**src/rtl/humidity_sensor_frame_check_convert_unit_defines.svh**
```systemverilog
// Assertion macros used by the frame check and convert unit RTL.
`ifndef HUMIDITY_SENSOR_FRAME_CHECK_CONVERT_UNIT_DEFINES_SVH
`define HUMIDITY_SENSOR_FRAME_CHECK_CONVERT_UNIT_DEFINES_SVH

// Same-cycle implication, checked outside reset.
`define HSFC_ASSERT_NOW(label, clk, rst_n, ante, cons) \
	label: assert property (@(posedge clk) disable iff (!(rst_n)) (ante) |-> (cons)) \
		else $error("hsfc: same-cycle check failed");

// Next-cycle implication, checked outside reset.
`define HSFC_ASSERT_NEXT(label, clk, rst_n, ante, cons) \
	label: assert property (@(posedge clk) disable iff (!(rst_n)) (ante) |=> (cons)) \
		else $error("hsfc: next-cycle check failed");

`endif

```
**src/rtl/hsfc_pkg.sv**
```systemverilog
// Shared constants and the CRC-8 byte step for the frame check and convert block.
package hsfc_pkg;

	localparam logic [7:0]         CRC_POLY    = 8'h31;
	localparam logic [7:0]         CRC_INIT    = 8'hFF;
	localparam logic [14:0]        TEMP_SPAN   = 15'd17500;
	localparam logic [13:0]        HUM_SPAN    = 14'd10000;
	localparam logic signed [15:0] TEMP_OFFSET = 16'sd4500;

	// One byte through the CRC-8 register, MSB first, no reflection.
	function automatic logic [7:0] crc8_byte(input logic [7:0] crc_in, input logic [7:0] data);
		logic [7:0] crc;
		crc = crc_in ^ data;
		for (int b = 0; b < 8; b++) begin
			if (crc[7]) begin
				crc = {crc[6:0], 1'b0} ^ CRC_POLY;
			end else begin
				crc = {crc[6:0], 1'b0};
			end
		end
		return crc;
	endfunction

endpackage

```
**src/rtl/hsfc_if.sv**
```systemverilog
// Frame input and result output channel interfaces.
interface hsfc_in_if;
	logic       valid;
	logic       ready;
	logic [7:0] temperature_high;
	logic [7:0] temperature_low;
	logic [7:0] temperature_check;
	logic [7:0] humidity_high;
	logic [7:0] humidity_low;
	logic [7:0] humidity_check;

	modport source (
		output valid, temperature_high, temperature_low, temperature_check,
		       humidity_high, humidity_low, humidity_check,
		input  ready
	);
	modport sink (
		input  valid, temperature_high, temperature_low, temperature_check,
		       humidity_high, humidity_low, humidity_check,
		output ready
	);
endinterface

interface hsfc_out_if;
	logic               valid;
	logic               ready;
	logic               frame_valid;
	logic signed [14:0] temperature_centi;
	logic        [13:0] humidity_centi;

	modport source (
		output valid, frame_valid, temperature_centi, humidity_centi,
		input  ready
	);
	modport sink (
		input  valid, frame_valid, temperature_centi, humidity_centi,
		output ready
	);
endinterface

```
**src/rtl/hsfc_crc_check.sv**
```systemverilog
// Two-stage CRC-8 check of both raw words of a frame.
module hsfc_crc_check
	import hsfc_pkg::*;
(
	input  logic       clk,
	input  logic       advance,
	input  logic [7:0] temperature_high,
	input  logic [7:0] temperature_low,
	input  logic [7:0] temperature_check,
	input  logic [7:0] humidity_high,
	input  logic [7:0] humidity_low,
	input  logic [7:0] humidity_check,
	output logic       crc_ok_s2
);

	logic [7:0] crc_t_s1, crc_h_s1;
	logic [7:0] lo_t_s1, lo_h_s1;
	logic [7:0] ck_t_s1, ck_h_s1;

	// Stage 1: high byte through the CRC register
	always_ff @(posedge clk) begin
		if (advance) begin
			crc_t_s1 <= crc8_byte(CRC_INIT, temperature_high);
			crc_h_s1 <= crc8_byte(CRC_INIT, humidity_high);
			lo_t_s1  <= temperature_low;
			lo_h_s1  <= humidity_low;
			ck_t_s1  <= temperature_check;
			ck_h_s1  <= humidity_check;
		end
	end

	// Stage 2: low byte, then compare against received check bytes
	always_ff @(posedge clk) begin
		if (advance) begin
			crc_ok_s2 <= (crc8_byte(crc_t_s1, lo_t_s1) == ck_t_s1) &&
				(crc8_byte(crc_h_s1, lo_h_s1) == ck_h_s1);
		end
	end

endmodule

```
**src/rtl/hsfc_scale.sv**
```systemverilog
// Two-stage fixed-point scaling of raw words: multiply, then divide by 65535.
module hsfc_scale
	import hsfc_pkg::*;
(
	input  logic        clk,
	input  logic        advance,
	input  logic [15:0] raw_t,
	input  logic [15:0] raw_h,
	output logic [14:0] quot_t_s2,
	output logic [13:0] quot_h_s2
);

	logic [30:0] prod_t_s1;
	logic [29:0] prod_h_s1;
	logic [31:0] sum_t;
	logic [30:0] sum_h;

	// Stage 1: exact products
	always_ff @(posedge clk) begin
		if (advance) begin
			prod_t_s1 <= {15'd0, raw_t} * {16'd0, TEMP_SPAN};
			prod_h_s1 <= {14'd0, raw_h} * {16'd0, HUM_SPAN};
		end
	end

	// floor(x / 65535) = (x + (x >> 16) + 1) >> 16 while the quotient stays below 2^16
	assign sum_t = {1'b0, prod_t_s1} + {17'd0, prod_t_s1[30:16]} + 32'd1;
	assign sum_h = {1'b0, prod_h_s1} + {17'd0, prod_h_s1[29:16]} + 31'd1;

	// Stage 2: quotients
	always_ff @(posedge clk) begin
		if (advance) begin
			quot_t_s2 <= sum_t[30:16];
			quot_h_s2 <= sum_h[29:16];
		end
	end

endmodule

```
**src/rtl/humidity_sensor_frame_check_convert_unit.sv**
```systemverilog
// An accepted frame beat passes stages 1 and 2 into the stage 3 output register.
// Throughput: one frame per cycle; three register stages advance together.
// A stall on the result side holds all stages; input ready drops only while
// the output register is full and not taken.
// Reset (arst_n low, asynchronous) clears the stage valid bits; data registers hold.
`include "humidity_sensor_frame_check_convert_unit_defines.svh"

module humidity_sensor_frame_check_convert_unit
	import hsfc_pkg::*;
(
	input  logic       clk,
	input  logic       arst_n,
	hsfc_in_if.sink    frame,
	hsfc_out_if.source result
);

	logic               advance;
	logic               valid_s1, valid_s2, valid_s3;
	logic               crc_ok_s2;
	logic        [14:0] quot_t_s2;
	logic        [13:0] quot_h_s2;
	logic signed [15:0] temp_full;
	logic               frame_valid_s3;
	logic signed [14:0] temperature_s3;
	logic        [13:0] humidity_s3;

	// Whole pipeline moves when the output register is free or being taken
	assign advance     = !valid_s3 || result.ready;
	assign frame.ready = advance;

	hsfc_crc_check u_crc (
		.clk               (clk),
		.advance           (advance),
		.temperature_high  (frame.temperature_high),
		.temperature_low   (frame.temperature_low),
		.temperature_check (frame.temperature_check),
		.humidity_high     (frame.humidity_high),
		.humidity_low      (frame.humidity_low),
		.humidity_check    (frame.humidity_check),
		.crc_ok_s2         (crc_ok_s2)
	);

	hsfc_scale u_scale (
		.clk       (clk),
		.advance   (advance),
		.raw_t     ({frame.temperature_high, frame.temperature_low}),
		.raw_h     ({frame.humidity_high, frame.humidity_low}),
		.quot_t_s2 (quot_t_s2),
		.quot_h_s2 (quot_h_s2)
	);

	// Valid bits travel with the data
	always_ff @(posedge clk or negedge arst_n) begin
		if (!arst_n) begin
			valid_s1 <= 1'b0;
			valid_s2 <= 1'b0;
			valid_s3 <= 1'b0;
		end else if (advance) begin
			valid_s1 <= frame.valid;
			valid_s2 <= valid_s1;
			valid_s3 <= valid_s2;
		end
	end

	// Offset removal
	assign temp_full = $signed({1'b0, quot_t_s2}) - TEMP_OFFSET;

	// Stage 3: output register, results zeroed on CRC failure
	always_ff @(posedge clk) begin
		if (advance) begin
			frame_valid_s3 <= crc_ok_s2;
			temperature_s3 <= crc_ok_s2 ? temp_full[14:0] : 15'sd0;
			humidity_s3    <= crc_ok_s2 ? quot_h_s2 : 14'd0;
		end
	end

	assign result.valid             = valid_s3;
	assign result.frame_valid       = frame_valid_s3;
	assign result.temperature_centi = temperature_s3;
	assign result.humidity_centi    = humidity_s3;

	// Failed frames carry zero results
	`HSFC_ASSERT_NOW(a_fail_zero, clk, arst_n,
		result.valid && !result.frame_valid,
		result.temperature_centi == 15'sd0 && result.humidity_centi == 14'd0)
	// Converted values stay in range
	`HSFC_ASSERT_NOW(a_range, clk, arst_n,
		result.valid && result.frame_valid,
		result.humidity_centi <= 14'd10000 && result.temperature_centi >= -15'sd4500 &&
		result.temperature_centi <= 15'sd13000)
	// An accepted beat occupies stage 1 next cycle
	`HSFC_ASSERT_NEXT(a_enter, clk, arst_n, frame.valid && frame.ready, valid_s1)
	// A held result is never dropped by the stall logic
	`HSFC_ASSERT_NEXT(a_hold, clk, arst_n, result.valid && !result.ready,
		result.valid && valid_s2 == $past(valid_s2))

endmodule

```
**src/flat_wrapper.sv**
```systemverilog
// flat-port wrapper written by rule: the top's interface ports become plain ports
module humidity_sensor_frame_check_convert_unit_flat import hsfc_pkg::*;
  (clk, arst_n, frame_valid, frame_temperature_high, frame_temperature_low, frame_temperature_check, frame_humidity_high, frame_humidity_low, frame_humidity_check, frame_ready, result_valid, result_frame_valid, result_temperature_centi, result_humidity_centi, result_ready);
  hsfc_in_if frame_i ();
  hsfc_out_if result_i ();
  input  logic clk;
  input  logic arst_n;
  input wire logic [$bits(frame_i.valid)-1:0] frame_valid;
  input wire logic [$bits(frame_i.temperature_high)-1:0] frame_temperature_high;
  input wire logic [$bits(frame_i.temperature_low)-1:0] frame_temperature_low;
  input wire logic [$bits(frame_i.temperature_check)-1:0] frame_temperature_check;
  input wire logic [$bits(frame_i.humidity_high)-1:0] frame_humidity_high;
  input wire logic [$bits(frame_i.humidity_low)-1:0] frame_humidity_low;
  input wire logic [$bits(frame_i.humidity_check)-1:0] frame_humidity_check;
  output wire logic [$bits(frame_i.ready)-1:0] frame_ready;
  output wire logic [$bits(result_i.valid)-1:0] result_valid;
  output wire logic [$bits(result_i.frame_valid)-1:0] result_frame_valid;
  output wire logic [$bits(result_i.temperature_centi)-1:0] result_temperature_centi;
  output wire logic [$bits(result_i.humidity_centi)-1:0] result_humidity_centi;
  input wire logic [$bits(result_i.ready)-1:0] result_ready;
  assign frame_i.valid = frame_valid;
  assign frame_i.temperature_high = frame_temperature_high;
  assign frame_i.temperature_low = frame_temperature_low;
  assign frame_i.temperature_check = frame_temperature_check;
  assign frame_i.humidity_high = frame_humidity_high;
  assign frame_i.humidity_low = frame_humidity_low;
  assign frame_i.humidity_check = frame_humidity_check;
  assign frame_ready = frame_i.ready;
  assign result_valid = result_i.valid;
  assign result_frame_valid = result_i.frame_valid;
  assign result_temperature_centi = result_i.temperature_centi;
  assign result_humidity_centi = result_i.humidity_centi;
  assign result_i.ready = result_ready;
  humidity_sensor_frame_check_convert_unit u_core (.clk(clk), .arst_n(arst_n), .frame(frame_i), .result(result_i));
endmodule
```
**config.mk**
```make
export PLATFORM = sky130hd
export DESIGN_NAME = humidity_sensor_frame_check_convert_unit_flat
export DESIGN_NICKNAME = d
export VERILOG_FILES = /design/src/rtl/hsfc_pkg.sv /design/src/rtl/hsfc_if.sv /design/src/rtl/hsfc_crc_check.sv /design/src/rtl/hsfc_scale.sv /design/src/rtl/humidity_sensor_frame_check_convert_unit.sv /design/src/flat_wrapper.sv
export VERILOG_INCLUDE_DIRS = /design/src /design/src/rtl
export SDC_FILE = /design/constraint.sdc
export NUM_CORES = 1
export LEC_CHECK = 0
export ABC_AREA = 1
export BUFFER_PORTS_ARGS = -buffer_cell sky130_fd_sc_hd__buf_2
export CAP_MARGIN = 20
export CORE_UTILIZATION = 69
export DETAILED_ROUTE_END_ITERATION = 8
export GPL_ROUTABILITY_DRIVEN = 0
export PLACE_DENSITY_LB_ADDON = 0.15
export SETUP_SLACK_MARGIN = 0.02
export SKIP_CTS_REPAIR_TIMING = 1
export SYNTH_ARGS = -nofsm -noshare
export SYNTH_HDL_FRONTEND = slang
export SYNTH_HIERARCHICAL = 1
export SYNTH_SLANG_ARGS = --single-unit
```
**constraint.sdc**
```tcl
create_clock -name clk -period 11.8 [get_ports clk]
set_input_delay 2.36 -clock clk [delete_from_list [all_inputs] [get_ports clk]]
set_output_delay 2.36 -clock clk [all_outputs]
set_load 0.1 [all_outputs]
```
==> flow_metrics.py <==
metrics = {
    "status": {
        "outcome": "finished clean",
    },
    "sta": {
        "slew_headroom_pct": 33.81,
        "hold_viol_final": 0,
        "period_share_pct": 51.27,
        "timing.fmax_mhz": 165.3,
        "finalMaxSlewViolations": 0,
        "rsz0062_at_grt": "false",
        "tns_ps": 0,
        "clock_skew_ps": 9.469,
        "worstMarginPinSlew_ps": 992.8,
        "period_needed_ps": 6050,
        "finalSetupViolCount": 0,
    },
    "floorplan": {
        "dieArea_um2": 23770,
        "boundaryPins": 84,
        "coreArea_um2": 22710,
        "num_rows": 55,
        "initial_core_util_pct": 70.37,
        "die_w_um": 154.2,
        "die_h_um": 154.2,
    },
    "cts": {
        "clock_latency_ps": 430,
        "cts_max_path_buffers": 2,
        "cts_htree_levels": 4,
        "clkTransAtPathRegs_ps": 70,
        "numCtsBuffers": 17,
        "cts.sinks": 166,
        "cts_tree": "done",
        "root_buffer": "clkbuf_16",
    },
    "setup_path": {
        "critPathMaxFanout": 4,
        "r2r_start": "u_core/u_scale/prod_t_s1[19]",
        "reg2reg_depth": 10,
        "path_class": "input port to register",
        "critPathArrivalTime_ps": 6240,
        "cp_slowest_cell": "fa_1",
        "end_kind": "register",
        "crit_chain": "buf_2, inv_1, fa_1, inv_1, ha_1, inv_1, fa_1, inv_1, ha_1, inv_1, fa_1, inv_1, ha_1, nand2_1, nor2_1, nand3_1, nand3_1, nand3_1, nand3_1, nand2_1",
        "reg2reg_to": "u_core/u_scale/quot_t_s2[8]",
        "crit_required_ps": 11990,
        "cpMostUsedCell": "inv_1",
        "worstSetupStartpointType": "input port",
        "slowest_delay_ps": 560,
        "ff2ff_setup_slack_ps": 9700,
    },
    "global_route": {
        "grt_pass1_wl_mm": 58.92,
        "grt_use_total_pct": 31.33,
        "grt-ovfl-total": 0,
        "grt_pass1_vias": 12800,
        "antenna_found_initial": 1,
        "grt_max_degree": 89,
    },
    "logic_synthesis": {
        "ys.flop_type": "edfxtp_1",
        "yosys_warnings": 6,
        "syn_nets": 2379,
        "synthArstFlopShare_pct": 1.807,
        "ys_ff_latch": 166,
        "synth_top_cell_area_share_pct": 30.63,
        "synth_seq_area_share_pct": 31.10,
        "synth_edf_count": 163,
        "synth_area_leaders": "edfxtp_1, ha_1, nand2_1",
        "synth_top_cell_by_area": "edfxtp_1",
        "synth.distinct_cells": 35,
        "synth_area_um2": 15980,
        "syn_inst": 2055,
        "avgSynthCellArea_um2": 7.776,
    },
    "layout": {
        "nFillCells": 1639,
        "final_common_cell": "nand2_1",
        "nets": 2480,
        "mostFrequentLayoutCells": "nand2_1, inv_1, ha_1",
        "multi_input_area_um2": 9305,
        "drive_above_1_share_pct": 7.054,
        "diodes": 0,
        "regArea_um2": 4970,
        "area_delta_synth_final_pct": 8.949,
    },
    "worst_hold_path": {
        "min_to": "u_core/result.valid",
        "hold_depth": 2,
        "min_path_type": "register to register",
        "min-delay-start": "u_core/valid_s2",
    },
    "pwr": {
        "peakVddDrop_v": 0.0001370,
        "power_mw": 4.370,
        "power_density_nw_per_um2": 251.0,
        "p_leak_nw": 9.501,
    },
    "routing": {
        "route.detailed.drc": 0,
        "firstDrtPassIters": 6,
        "antenna_left": 0,
        "drt_iter0_drc": 1066,
        "viasPerCell": 5.478,
        "routed_wl_mm": 35.78,
        "dr_total_vias": 13440,
        "wl_per_cell_um": 14.58,
    },
    "placed_design": {
        "hpwl_mm": 28.60,
        "numPortBuffers": 83,
    },
    "job": {
        "cap_violations": 0,
    },
}
## worst max-delay path: cells and delay by family
| kind | cells | cell delay [ps] |
|---|---|---|
| and+or+nand+nor | 7 | 890 |
| adders and majority gates | 6 | 2520 |
| buffers and inverters | 7 | 500 |
## routing by layer
metal	global-route usage, %	vias up	part of all wire (%)
li1	-	6640	-
met1	40.86	6138	43
met2	52.64	573	47
met3	5.156	89	7.6
met4	11.95	2	2.6
met5	0	-	0.022
## cells by family (layout without fill, tap and decap cells)
kind of cell / count (synthesis) / after routing / share of synthesized area (%)
adders and majority gates: 272 / 272 / 25.05
xor gates and xnor gates: 73 / 73 / 4.236
and+or+nand+nor: 987 / 987 / 25.51
DFF: 166 / 166 / 31.10
AOI/OAI and AO/OA: 102 / 102 / 3.312
buffers and inverters: 454 / 568 / 10.72
muxes: 1 / 1 / 0.07046
## state kept, by name (all words and copies together) (netlist names)
| register | count |
|---|---|
| u_core/u_crc/crc_ok_s2 | 1 |
| u_core/u_scale/quot_t_s2 | 15 |
| u_core/u_crc/crc_h_s1 | 8 |
| u_core/result.temperature_centi | 15 |
| u_core/u_crc/lo_h_s1 | 8 |
| u_core/u_scale/quot_h_s2 | 14 |
| u_core/result.valid | 1 |
| u_core/result.humidity_centi | 14 |
| u_core/u_crc/crc_t_s1 | 8 |
| u_core/u_crc/lo_t_s1 | 8 |
| u_core/u_crc/ck_t_s1 | 8 |
| u_core/valid_s2 | 1 |
| u_core/result.frame_valid | 1 |
| u_core/u_crc/ck_h_s1 | 8 |
| u_core/u_scale/prod_h_s1 | 26 |
| u_core/u_scale/prod_t_s1 | 29 |
| u_core/valid_s1 | 1 |
## where the power goes
group / internal [mW] / switching (mW) / total (mW)
clock network: 0.362 / 0.233 / 0.595
registers: 0.964 / 0.180 / 1.14
logic: 0.843 / 1.79 / 2.63
## synth_stat cells (3+ instances only)
cell / instances
nor3_1: 15
xnor2_2: 3
ha_1: 192
inv_1: 449
nand4_1: 20
nand3b_1: 9
nand2_1: 617
and2_1: 4
nor2_2: 5
nor2_1: 157
nand3_1: 136
fa_1: 80
o21bai_1: 5
o21ai_0: 31
edfxtp_1: 163
nand2_2: 16
dfrtp_1: 3
xnor2_1: 28
a21oi_1: 61
xor2_1: 40
## metrics by stage
step | util, % | instances | setup WS, ps | hold slack [ps] | cell area (um2)
after floorplan | - | 2055 | 2940 | 419.8 | 15980
after global placement | 73.75 | 2421 | 5536 | 430.8 | 16750
after detailed placement | 73.75 | 2421 | 5359 | 450.7 | 16750
after CTS | 76.55 | 2453 | 5567 | 467.6 | 17380
after global routing | 76.67 | 2454 | 5561 | 489.6 | 17410
final | 76.67 | 2454 | 5750 | 459.2 | 17410
## layout make-up
cell class / instances / area share [%]
clock buffer: 18 / 2.522
clock inverter: 14 / 1.128
inverter: 451 / 9.723
multi-input combinational: 1435 / 53.45
sequential: 166 / 28.54
tap: 285 / 2.048
timing repair buffer: 85 / 2.587
## how the worst max path moves through the flow
stage / start / to / slack [ps] / depth (start not counted)
floorplan: result_ready / frame_ready / 2940 / 2
global placement: frame_temperature_high[5] / u_core/u_scale/prod_t_s1[29] / 5540 / 18
detailed placement: frame_humidity_low[5] / u_core/u_scale/prod_h_s1[26] / 5360 / 20
CTS: result_ready / frame_ready / 5570 / 4
global route: frame_humidity_low[4] / u_core/u_scale/prod_h_s1[26] / 5560 / 20
finish: frame_humidity_low[4] / u_core/u_scale/prod_h_s1[26] / 5750 / 20
No activity file was read; power rests on OpenSTA's default activity.
